$ cat src/hw/rtl/msbv_pkg.sv
// ----------------------------------------------------------------------------
// msbv_pkg
// Shared constants, tables and command types of the metallic square-bank
// voice: voice count, fixed oscillator increments, reciprocal table,
// register indexes and the controller-to-datapath command bundle.
// ----------------------------------------------------------------------------
`timescale 1ns / 1ps
`default_nettype none

package msbv_pkg;

  localparam int SAMPLE_RATE_HZ = 48000;
  localparam int VOICES         = 6;
  localparam int VIDX_W         = $clog2(VOICES);

  localparam int STEP_W   = 31;
  localparam int PHASE_W  = 32;
  localparam int PITCH_W  = 16;
  localparam int GAIN_W   = 16;
  localparam int COUNT_W  = 3;
  localparam int POLE_W   = 16;
  localparam int SAMPLE_W = 16;

  localparam int CFG_IDX_W  = 3;
  localparam int CFG_DATA_W = 31;

  // Register indexes of the configuration port.
  localparam logic [CFG_IDX_W-1:0] REG_FIRST_STEP  = 3'd0;
  localparam logic [CFG_IDX_W-1:0] REG_SECOND_STEP = 3'd1;
  localparam logic [CFG_IDX_W-1:0] REG_GAIN        = 3'd2;
  localparam logic [CFG_IDX_W-1:0] REG_COUNT       = 3'd3;
  localparam logic [CFG_IDX_W-1:0] REG_POLE        = 3'd4;

  // Reset values of the registers.
  localparam logic [STEP_W-1:0]  RST_FIRST_STEP  = 31'd48318382;
  localparam logic [STEP_W-1:0]  RST_SECOND_STEP = 31'd71582788;
  localparam logic [GAIN_W-1:0]  RST_GAIN        = 16'd32768;
  localparam logic [COUNT_W-1:0] RST_COUNT       = 3'd6;
  localparam logic [POLE_W-1:0]  RST_POLE        = 16'd65470;

  localparam logic [PHASE_W-1:0] HALF_PHASE = 32'h8000_0000;

  // Fixed increments of the four untuned voices, in tenths of a hertz,
  // rounded to nearest at the sample rate.
  localparam logic [63:0] STEP_DEN  = 64'(10 * SAMPLE_RATE_HZ);
  localparam logic [63:0] STEP_BIAS = 64'(5 * SAMPLE_RATE_HZ);
  localparam logic [STEP_W-1:0] FIXED_STEP_0 =
    STEP_W'(((64'(2053) << 32) + STEP_BIAS) / STEP_DEN);
  localparam logic [STEP_W-1:0] FIXED_STEP_1 =
    STEP_W'(((64'(3696) << 32) + STEP_BIAS) / STEP_DEN);
  localparam logic [STEP_W-1:0] FIXED_STEP_2 =
    STEP_W'(((64'(4044) << 32) + STEP_BIAS) / STEP_DEN);
  localparam logic [STEP_W-1:0] FIXED_STEP_3 =
    STEP_W'(((64'(5227) << 32) + STEP_BIAS) / STEP_DEN);

  // Base increment of a voice with a fixed pitch (voices two and up).
  function automatic logic [STEP_W-1:0] fixed_step(input logic [VIDX_W-1:0] idx);
    logic [VIDX_W-1:0] k;
    logic [STEP_W-1:0] r;
    k = idx - VIDX_W'(2);
    unique case (k[1:0])
      2'd0:    r = FIXED_STEP_0;
      2'd1:    r = FIXED_STEP_1;
      2'd2:    r = FIXED_STEP_2;
      default: r = FIXED_STEP_3;
    endcase
    return r;
  endfunction

  // round(2^16 / n) for the active voice count.
  function automatic logic [GAIN_W-1:0] recip_q16(input logic [COUNT_W-1:0] n);
    logic [GAIN_W-1:0] r;
    unique case (n)
      3'd2:    r = 16'd32768;
      3'd3:    r = 16'd21845;
      3'd4:    r = 16'd16384;
      3'd5:    r = 16'd13107;
      3'd6:    r = 16'd10923;
      3'd7:    r = 16'd9362;
      default: r = 16'd0;
    endcase
    return r;
  endfunction

  // Clamps the programmed voice count into two through VOICES.
  function automatic logic [COUNT_W-1:0] voice_limit(input logic [COUNT_W-1:0] vc);
    logic [COUNT_W-1:0] r;
    if (vc < COUNT_W'(2)) begin
      r = COUNT_W'(2);
    end else if (vc > COUNT_W'(VOICES)) begin
      r = COUNT_W'(VOICES);
    end else begin
      r = vc;
    end
    return r;
  endfunction

  // One command per cycle from the sequencer to the datapath.
  typedef struct packed {
    logic              start;   // latch pitch, clear the sum
    logic              mul;     // base increment times pitch
    logic              acc;     // advance the phase, accumulate the sign
    logic              gain;    // sum times gain, pole times last output
    logic              scale;   // scaled sum times reciprocal
    logic              round;   // round and clamp the scaled sum
    logic              commit;  // DC blocker output into the sample register
    logic [VIDX_W-1:0] voice;
  } msbv_cmd_t;

endpackage

`default_nettype wire

$ cat src/hw/rtl/msbv_datapath.sv
// ----------------------------------------------------------------------------
// msbv_datapath
// Phase accumulators, one shared step multiplier, the gain and reciprocal
// scaling and the DC blocker, driven step by step by the sequencer.
// ----------------------------------------------------------------------------
`timescale 1ns / 1ps
`default_nettype none

module msbv_datapath (
  input  logic                          clk_i,
  input  logic                          rst_ni,
  input  msbv_pkg::msbv_cmd_t           cmd_i,
  input  logic [msbv_pkg::PITCH_W-1:0]  pitch_scale_i,
  input  logic [msbv_pkg::STEP_W-1:0]   first_step_i,
  input  logic [msbv_pkg::STEP_W-1:0]   second_step_i,
  input  logic [msbv_pkg::GAIN_W-1:0]   gain_i,
  input  logic [msbv_pkg::COUNT_W-1:0]  voice_num_i,
  input  logic [msbv_pkg::POLE_W-1:0]   pole_i,
  output logic [msbv_pkg::SAMPLE_W-1:0] sample_o
);

  localparam int PROD_W = msbv_pkg::STEP_W + msbv_pkg::PITCH_W;

  logic [msbv_pkg::PITCH_W-1:0]  pitch_q;
  logic [PROD_W-1:0]             prod_q, prod_d;
  logic [msbv_pkg::PHASE_W-1:0]  phase_q [msbv_pkg::VOICES];
  logic signed [3:0]             sum_q, sum_d;
  logic signed [20:0]            gs_q, gs_d;
  logic signed [32:0]            fb_q, fb_d;
  logic signed [37:0]            xs_q, xs_d;
  logic signed [16:0]            x_q, x_d;
  logic signed [16:0]            xlast_q;
  logic signed [15:0]            ylast_q;
  logic [msbv_pkg::SAMPLE_W-1:0] sample_q;

  logic [msbv_pkg::STEP_W-1:0]  base_step;
  logic [msbv_pkg::STEP_W-1:0]  step_sat;
  logic [msbv_pkg::PHASE_W-1:0] phase_cur, phase_next;
  logic signed [20:0]           sum_ext, gain_ext;
  logic signed [32:0]           pole_ext, ylast_ext;
  logic signed [37:0]           gs_ext, recip_ext, xs_rnd;
  logic signed [21:0]           xs_flr;
  logic signed [32:0]           fb_rnd;
  logic signed [16:0]           fb_flr;
  logic signed [18:0]           y_sum;
  logic signed [15:0]           y_sat;

  // Voice stage: one multiply per voice, then the phase update.
  always_comb begin
    if (cmd_i.voice == '0) begin
      base_step = first_step_i;
    end else if (cmd_i.voice == msbv_pkg::VIDX_W'(1)) begin
      base_step = second_step_i;
    end else begin
      base_step = msbv_pkg::fixed_step(cmd_i.voice);
    end
  end

  assign prod_d     = PROD_W'(base_step) * PROD_W'(pitch_q);
  assign step_sat   = (|prod_q[PROD_W-1:43]) ? '1 : prod_q[42:12];
  assign phase_cur  = phase_q[cmd_i.voice];
  assign phase_next = phase_cur + {1'b0, step_sat};
  assign sum_d      = phase_cur[msbv_pkg::PHASE_W-1] ? (sum_q - 4'sd1) : (sum_q + 4'sd1);

  // Scaling: sum times gain, then times round(2^16 / n).
  assign sum_ext   = 21'(sum_q);
  assign gain_ext  = 21'($signed({1'b0, gain_i}));
  assign gs_d      = sum_ext * gain_ext;
  assign gs_ext    = 38'(gs_q);
  assign recip_ext = 38'($signed({1'b0, msbv_pkg::recip_q16(voice_num_i)}));
  assign xs_d      = gs_ext * recip_ext;

  assign xs_rnd = xs_q + 38'sd32768;
  assign xs_flr = xs_rnd[37:16];

  always_comb begin
    if (xs_flr > 22'sd65535) begin
      x_d = 17'sd65535;
    end else if (xs_flr < -22'sd65536) begin
      x_d = -17'sd65536;
    end else begin
      x_d = xs_flr[16:0];
    end
  end

  // DC blocker feedback term and output.
  assign pole_ext  = 33'($signed({1'b0, pole_i}));
  assign ylast_ext = 33'(ylast_q);
  assign fb_d      = pole_ext * ylast_ext;
  assign fb_rnd    = fb_q + 33'sd32768;
  assign fb_flr    = fb_rnd[32:16];
  assign y_sum     = 19'(x_q) - 19'(xlast_q) + 19'(fb_flr);

  always_comb begin
    if (y_sum > 19'sd32767) begin
      y_sat = 16'sd32767;
    end else if (y_sum < -19'sd32768) begin
      y_sat = -16'sd32768;
    end else begin
      y_sat = y_sum[15:0];
    end
  end

  always_ff @(posedge clk_i or negedge rst_ni) begin
    if (!rst_ni) begin
      for (int i = 0; i < msbv_pkg::VOICES; i++) begin
        phase_q[i] <= msbv_pkg::HALF_PHASE;
      end
      xlast_q <= '0;
      ylast_q <= '0;
    end else begin
      if (cmd_i.acc) begin
        phase_q[cmd_i.voice] <= phase_next;
      end
      if (cmd_i.commit) begin
        xlast_q <= x_q;
        ylast_q <= y_sat;
      end
    end
  end

  always_ff @(posedge clk_i) begin
    if (cmd_i.start) begin
      pitch_q <= pitch_scale_i;
    end
    if (cmd_i.start) begin
      sum_q <= '0;
    end else if (cmd_i.acc) begin
      sum_q <= sum_d;
    end
    if (cmd_i.mul) begin
      prod_q <= prod_d;
    end
    if (cmd_i.gain) begin
      gs_q <= gs_d;
      fb_q <= fb_d;
    end
    if (cmd_i.scale) begin
      xs_q <= xs_d;
    end
    if (cmd_i.round) begin
      x_q <= x_d;
    end
    if (cmd_i.commit) begin
      sample_q <= y_sat;
    end
  end

  assign sample_o = sample_q;

endmodule

`default_nettype wire

$ cat src/hw/rtl/msbv_ctrl.sv
// ----------------------------------------------------------------------------
// msbv_ctrl
// Sequencer of the square-bank voice: walks the active voices, then the
// scaling and blocker steps, and owns the input and output handshakes.
// ----------------------------------------------------------------------------
`timescale 1ns / 1ps
`default_nettype none

module msbv_ctrl (
  input  logic                         clk_i,
  input  logic                         rst_ni,
  input  logic                         in_valid_i,
  output logic                         in_stall_o,
  output logic                         out_valid_o,
  input  logic                         out_stall_i,
  input  logic [msbv_pkg::COUNT_W-1:0] voice_num_i,
  output msbv_pkg::msbv_cmd_t          cmd_o
);

  localparam logic [2:0] S_IDLE   = 3'd0;
  localparam logic [2:0] S_MUL    = 3'd1;
  localparam logic [2:0] S_ACC    = 3'd2;
  localparam logic [2:0] S_GAIN   = 3'd3;
  localparam logic [2:0] S_SCALE  = 3'd4;
  localparam logic [2:0] S_ROUND  = 3'd5;
  localparam logic [2:0] S_COMMIT = 3'd6;

  logic [2:0]                  state_q, state_d;
  logic [msbv_pkg::VIDX_W-1:0] voice_q, voice_d;
  logic                        out_valid_q, out_valid_d;
  logic [msbv_pkg::VIDX_W-1:0] last_voice;
  logic                        in_take;
  logic                        slot_free;

  assign last_voice = msbv_pkg::VIDX_W'(voice_num_i - msbv_pkg::COUNT_W'(1));
  assign in_take    = in_valid_i && (state_q == S_IDLE);
  assign slot_free  = !out_valid_q || !out_stall_i;

  always_comb begin
    state_d     = state_q;
    voice_d     = voice_q;
    cmd_o       = '0;
    cmd_o.voice = voice_q;
    unique case (state_q)
      S_IDLE: begin
        if (in_take) begin
          cmd_o.start = 1'b1;
          voice_d     = '0;
          state_d     = S_MUL;
        end
      end
      S_MUL: begin
        cmd_o.mul = 1'b1;
        state_d   = S_ACC;
      end
      S_ACC: begin
        cmd_o.acc = 1'b1;
        if (voice_q == last_voice) begin
          state_d = S_GAIN;
        end else begin
          voice_d = voice_q + msbv_pkg::VIDX_W'(1);
          state_d = S_MUL;
        end
      end
      S_GAIN: begin
        cmd_o.gain = 1'b1;
        state_d    = S_SCALE;
      end
      S_SCALE: begin
        cmd_o.scale = 1'b1;
        state_d     = S_ROUND;
      end
      S_ROUND: begin
        cmd_o.round = 1'b1;
        state_d     = S_COMMIT;
      end
      S_COMMIT: begin
        if (slot_free) begin
          cmd_o.commit = 1'b1;
          state_d      = S_IDLE;
        end
      end
      default: begin
        state_d = S_IDLE;
      end
    endcase
  end

  always_comb begin
    if (cmd_o.commit) begin
      out_valid_d = 1'b1;
    end else if (!out_stall_i) begin
      out_valid_d = 1'b0;
    end else begin
      out_valid_d = out_valid_q;
    end
  end

  always_ff @(posedge clk_i or negedge rst_ni) begin
    if (!rst_ni) begin
      state_q     <= S_IDLE;
      voice_q     <= '0;
      out_valid_q <= 1'b0;
    end else begin
      state_q     <= state_d;
      voice_q     <= voice_d;
      out_valid_q <= out_valid_d;
    end
  end

  assign in_stall_o  = (state_q != S_IDLE);
  assign out_valid_o = out_valid_q;

  // A new result never overwrites one that is still waiting.
  a_commit_free: assert property (@(posedge clk_i) disable iff (!rst_ni)
    cmd_o.commit |-> (!out_valid_q || !out_stall_i))
    else $error("result committed over a pending transaction");

  // An accepted transaction always starts with the first voice.
  a_accept_start: assert property (@(posedge clk_i) disable iff (!rst_ni)
    (in_valid_i && !in_stall_o) |=> (state_q == S_MUL && voice_q == '0))
    else $error("accepted transaction did not start at voice zero");

  // The voice walk never passes the last active voice.
  a_voice_bound: assert property (@(posedge clk_i) disable iff (!rst_ni)
    (state_q == S_MUL || state_q == S_ACC) |-> (voice_q <= last_voice))
    else $error("voice index beyond the active voice count");

  // Each commit shows up as a valid result in the next cycle.
  a_commit_valid: assert property (@(posedge clk_i) disable iff (!rst_ni)
    cmd_o.commit |=> out_valid_o)
    else $error("committed result not presented");

endmodule

`default_nettype wire

$ cat src/hw/rtl/metallic_square_bank_voice.sv
// ----------------------------------------------------------------------------
// metallic_square_bank_voice
// Once an input transaction is accepted, each of the n active voices gets a
//   multiply and a phase update, n being the clamped voice count; then the
//   gain, scale and round steps and the commit to the output register follow.
//   A new input is taken only after the commit; voices share one multiplier.
// Reset: asynchronous, active low; phases return to one half, the DC blocker
//   history to zero and the configuration registers to their defaults.
// ----------------------------------------------------------------------------
`timescale 1ns / 1ps
`default_nettype none

module metallic_square_bank_voice (
  input  logic                            clk_i,
  input  logic                            rst_ni,
  // Input channel: one pitch scale per sample tick.
  input  logic                            in_valid_i,
  output logic                            in_stall_o,
  input  logic [msbv_pkg::PITCH_W-1:0]    pitch_scale_i,
  // Output channel: one audio sample per accepted tick.
  output logic                            out_valid_o,
  input  logic                            out_stall_i,
  output logic signed [msbv_pkg::SAMPLE_W-1:0] sample_out_o,
  // Configuration write channel.
  input  logic                            cfg_valid_i,
  output logic                            cfg_ready_o,
  input  logic [msbv_pkg::CFG_IDX_W-1:0]  cfg_index_i,
  input  logic [msbv_pkg::CFG_DATA_W-1:0] cfg_data_i
);

  // Configuration registers. Writes are expected only while the block is
  // idle, so the datapath reads them directly without shadow copies.
  logic [msbv_pkg::STEP_W-1:0]  first_step_q;
  logic [msbv_pkg::STEP_W-1:0]  second_step_q;
  logic [msbv_pkg::GAIN_W-1:0]  gain_q;
  logic [msbv_pkg::COUNT_W-1:0] count_q;
  logic [msbv_pkg::POLE_W-1:0]  pole_q;
  logic [msbv_pkg::COUNT_W-1:0] voice_num;
  logic                         cfg_write;

  msbv_pkg::msbv_cmd_t          cmd;
  logic [msbv_pkg::SAMPLE_W-1:0] sample;

  // The register file can always take a transaction.
  assign cfg_ready_o = 1'b1;
  assign cfg_write   = cfg_valid_i && cfg_ready_o;

  always_ff @(posedge clk_i or negedge rst_ni) begin
    if (!rst_ni) begin
      first_step_q  <= msbv_pkg::RST_FIRST_STEP;
      second_step_q <= msbv_pkg::RST_SECOND_STEP;
      gain_q        <= msbv_pkg::RST_GAIN;
      count_q       <= msbv_pkg::RST_COUNT;
      pole_q        <= msbv_pkg::RST_POLE;
    end else if (cfg_write) begin
      unique case (cfg_index_i)
        msbv_pkg::REG_FIRST_STEP:  first_step_q  <= cfg_data_i[msbv_pkg::STEP_W-1:0];
        msbv_pkg::REG_SECOND_STEP: second_step_q <= cfg_data_i[msbv_pkg::STEP_W-1:0];
        msbv_pkg::REG_GAIN:        gain_q        <= cfg_data_i[msbv_pkg::GAIN_W-1:0];
        msbv_pkg::REG_COUNT:       count_q       <= cfg_data_i[msbv_pkg::COUNT_W-1:0];
        msbv_pkg::REG_POLE:        pole_q        <= cfg_data_i[msbv_pkg::POLE_W-1:0];
        default: begin
          // Indexes past the register list are dropped.
        end
      endcase
    end
  end

  // A programmed count below two runs two voices; one above the bank size
  // runs the whole bank. Both the sequencer and the reciprocal use it.
  assign voice_num = msbv_pkg::voice_limit(count_q);

  // The sequencer steps through the active voices one multiply and one
  // phase update at a time, then through gain scaling, rounding and the
  // DC blocker, and finally holds until the output register is free.
  msbv_ctrl u_ctrl (
    .clk_i       (clk_i),
    .rst_ni      (rst_ni),
    .in_valid_i  (in_valid_i),
    .in_stall_o  (in_stall_o),
    .out_valid_o (out_valid_o),
    .out_stall_i (out_stall_i),
    .voice_num_i (voice_num),
    .cmd_o       (cmd)
  );

  // The datapath holds the phases, the blocker history and the output
  // register, so a finished sample can wait while the next tick is taken.
  msbv_datapath u_datapath (
    .clk_i         (clk_i),
    .rst_ni        (rst_ni),
    .cmd_i         (cmd),
    .pitch_scale_i (pitch_scale_i),
    .first_step_i  (first_step_q),
    .second_step_i (second_step_q),
    .gain_i        (gain_q),
    .voice_num_i   (voice_num),
    .pole_i        (pole_q),
    .sample_o      (sample)
  );

  assign sample_out_o = $signed(sample);

endmodule

`default_nettype wire
$ cat config.mk
export PLATFORM = sky130hd
export DESIGN_NAME = metallic_square_bank_voice
export DESIGN_NICKNAME = d
export VERILOG_FILES = /design/src/hw/rtl/msbv_pkg.sv /design/src/hw/rtl/msbv_datapath.sv /design/src/hw/rtl/msbv_ctrl.sv /design/src/hw/rtl/metallic_square_bank_voice.sv
export SDC_FILE = /design/constraint.sdc
export NUM_CORES = 2
export LEC_CHECK = 0
export BUFFER_PORTS_ARGS = -buffer_cell sky130_fd_sc_hd__buf_2
export CAP_MARGIN = 20
export CORE_MARGIN = 1.5
export CORE_UTILIZATION = 40
export CTS_CLUSTER_SIZE = 24
export DETAILED_ROUTE_END_ITERATION = 8
export PLACE_DENSITY_LB_ADDON = 0.25
export SLEW_MARGIN = 20
export SYNTH_ARGS = -nofsm -noshare
export SYNTH_HDL_FRONTEND = slang
export SYNTH_SLANG_ARGS = --single-unit
$ cat constraint.sdc
create_clock -name clk_i -period 10.43 [get_ports clk_i]
set_input_delay 1.5645 -clock clk_i [delete_from_list [all_inputs] [get_ports clk_i]]
set_output_delay 1.5645 -clock clk_i [all_outputs]
set_load 0.05 [all_outputs]
==> impl_metrics.tcl <==
set metrics [dict create \
    fin_tns_setup_ns 0 \
    dieArea_sq_mm 0.153 \
    hp-start "u_datapath.phase_q[169]$_DFFE_PN0P_" \
    async_reset_ff_share_pct 68.7 \
    ys_ff_latch 479 \
    postRouteAntennaNets 0 \
    arrival_ns 9.69 \
    cts_resized 0 \
    status "finished clean" \
    synth_top_area_share_pct 32.6 \
    max_stage_delay_ns 0.85 \
    synth_area_leader_cell "fa_1" \
    die_x_um 391 \
    syn-cell-area_sq_mm 0.0601 \
    timing.rr.start "u_ctrl.voice_q[1]$_DFFE_PN0P_" \
    track_usage_pct 20.9 \
    ctsHoldBuffers 0 \
    antenna_found_initial 9 \
    rsz0062_at_grt "no" \
    clkSinkCount 479 \
    via_count 41800 \
    yosys-top-cells-area "fa_1, dfrtp_1, ha_1, inv_1, edfxtp_1" \
    crit_fanout 12 \
    crit_start "u_ctrl.voice_q[1]$_DFFE_PN0P_" \
    path_clk_slew_ns 0.06 \
    drive_gt1_share_pct 8.45 \
    crit_slowest_cell "nor2b_1" \
    synth_cell_types 99 \
    hold_viol_final 0 \
    cts_made_buffers 57 \
    final.setup_skew_ns 0.0478 \
    critPathRequiredTime_ns 10.83 \
    clock_path_buffers 3 \
    port_buffers 72 \
    stdcell_count 8251 \
    hpwl_um 119000 \
    grt_overflow 0 \
    final-setup-viol-count 0 \
    synth_nets 7722 \
    yosysMostFrequentCell "inv_1" \
    ios 74 \
    die_h_um 391 \
    cts_tree "yes" \
    placed_cells 8144 \
    num_rows 142 \
    yosys-top-cells-count "inv_1, fa_1, nand2_1, ha_1, and2_1" \
    dr.pass1.iters 7 \
    final_nets 7656 \
    drt_iter0_markers 2446 \
    worst_pin_slew_ns 1.08 \
    syn_inst 6256 \
    wl_per_cell_um 18.6 \
    fmax_mhz 108 \
    diodes 0 \
    clk_root_buffer_cell "clkbuf_16" \
    slew_violations 0 \
    routed_wl_um 154000 \
    hold_ws_ns 0.471 \
    startpoint_type "flop" \
    clock_latency_ns 0.66 \
    coreArea_sq_mm 0.149 \
    period_minus_slack_ns 9.29 \
    htreeDepth 2 \
    hold_path_class "reg -> reg" \
    relSlewSlack_pct 27.7 \
    grt_max_degree 168 \
    synth_edf_count 146 \
    routabilityCongestion 0.941 \
    via_per_inst 5.07 \
    grt_pass1_vias 44700 \
    cts_setup_buffers 0 \
    grt_pass1_wl_um 249000 \
    syn_to_final_growth_pct 7.34 \
    worstSetupPathType "reg -> reg" \
    drc_errors 0 \
    synth_ff_type "dfrtp_1" \
    cap_violations 0 \
    yosysSeqAreaShare_pct 21.2 \
    initial_core_util_pct 40.2 \
    synth.avg_cell_area_sq_um 9.60 \
    fin_crit_sh_pct 89.1 \
    yosys_warnings 0 \
    end_kind "flop" \
]
-- final timing paths --
| check | end | slack, ns | cells after the start |
|---|---|---|---|
| max | u_datapath.prod_q[46]$_DFFE_PP_ | 1.14 | 28 |
| min | u_datapath.phase_q[169]$_DFFE_PN0P_ | 0.47 | 2 |
| max reg2reg | u_datapath.prod_q[46]$_DFFE_PP_ | 1.14 | 28 |
| min reg2reg | u_datapath.phase_q[169]$_DFFE_PN0P_ | 0.47 | 2 |
| max in group asynchronous | second_step_q[23]$_DFFE_PN0P_ | 8.01 | 2 |
| min in group asynchronous | u_datapath.phase_q[98]$_DFFE_PN0P_ | 0.99 | 1 |
-- state kept, by name (all words and copies together) (netlist names), 18 cells and up --
register            count
u_datapath.xs_q        23
u_datapath.fb_q        18
u_datapath.prod_q      35
u_datapath.gs_q        21
u_datapath.phase_q    192
first_step_q           31
second_step_q          31
-- metal layers --
metal / wire (um) / GRT usage [%]
met5: 13 / 0
met2: 72900 / 34.7
met1: 67200 / 28.5
met4: 4790 / 6.19
met3: 8750 / 2.63
-- critical path: cells and delay by family, from the launching register on --
kind	cells	cell delay (ns)
AO/OA/AOI/OAI	8	2.66
XOR/XNOR	1	0.11
adder cells (fa/ha/maj)	8	3.60
buffers and inverters	6	0.47
flip-flops	1	0.54
AND/OR/NAND/NOR	5	1.69
-- area by class of cell --
type	instances	area [sq um]
clock buffers	76	1600
inverters	1247	4680
fillers	14600	84900
multi-input cells	4260	41600
flip-flops and latches	479	12800
well taps	2016	2520
repair buffers	145	976
clock inverters	28	325
-- stage by stage --
step / utilization, % / setup slack [ns] / cell area [sq um]
floorplan: - / 2.39 / 60100
global placement: 41.8 / 1.39 / 62500
detailed placement: 41.8 / 1.05 / 62500
CTS: 43.1 / 1.07 / 64400
global route: 43.2 / 0.671 / 64500
finish: 43.2 / 1.14 / 64500
-- cell families (layout without fill, tap and decap cells) --
group                    count (synthesis)  in the layout  synth area share (%)
multiplexers                           263            263                  4.80
AO/OA/AOI/OAI                          630            630                  6.53
AND/OR/NAND/NOR                       1785           1785                  13.7
flip-flops                             479            479                  21.2
other                                    1              1               0.00624
adder cells (fa/ha/maj)               1411           1411                  41.6
XOR/XNOR                               170            170                  2.49
buffers and inverters                 1517           1496                  9.64
-- placed cells by master, fill, tap and decap left out, types with 12 or more instances in the layout --
cell type and instances:
buf_2 71, clkbuf_16 59, dfrtp_1 282, dfstp_2 44
nand2b_1 74, and2_1 324, buf_4 68, a211oi_1 44
and3_1 32, inv_1 1246, o21bai_1 17, o211ai_1 12
edfxtp_1 146, nor2b_1 47, o21ai_0 154, nand4_1 26
ha_1 434, nor2_1 213, a21o_1 46, xor2_1 51
xnor2_1 118, a31oi_1 19, nor3_1 28, o21a_1 21
mux2_2 193, a21oi_1 215, nand3_1 38, nand2_1 950
fa_1 977, o21ai_1 23, mux2i_1 68
Power is not shown: default switching activity piles up to over one toggle a cycle in this logic, so the estimate is an artifact.
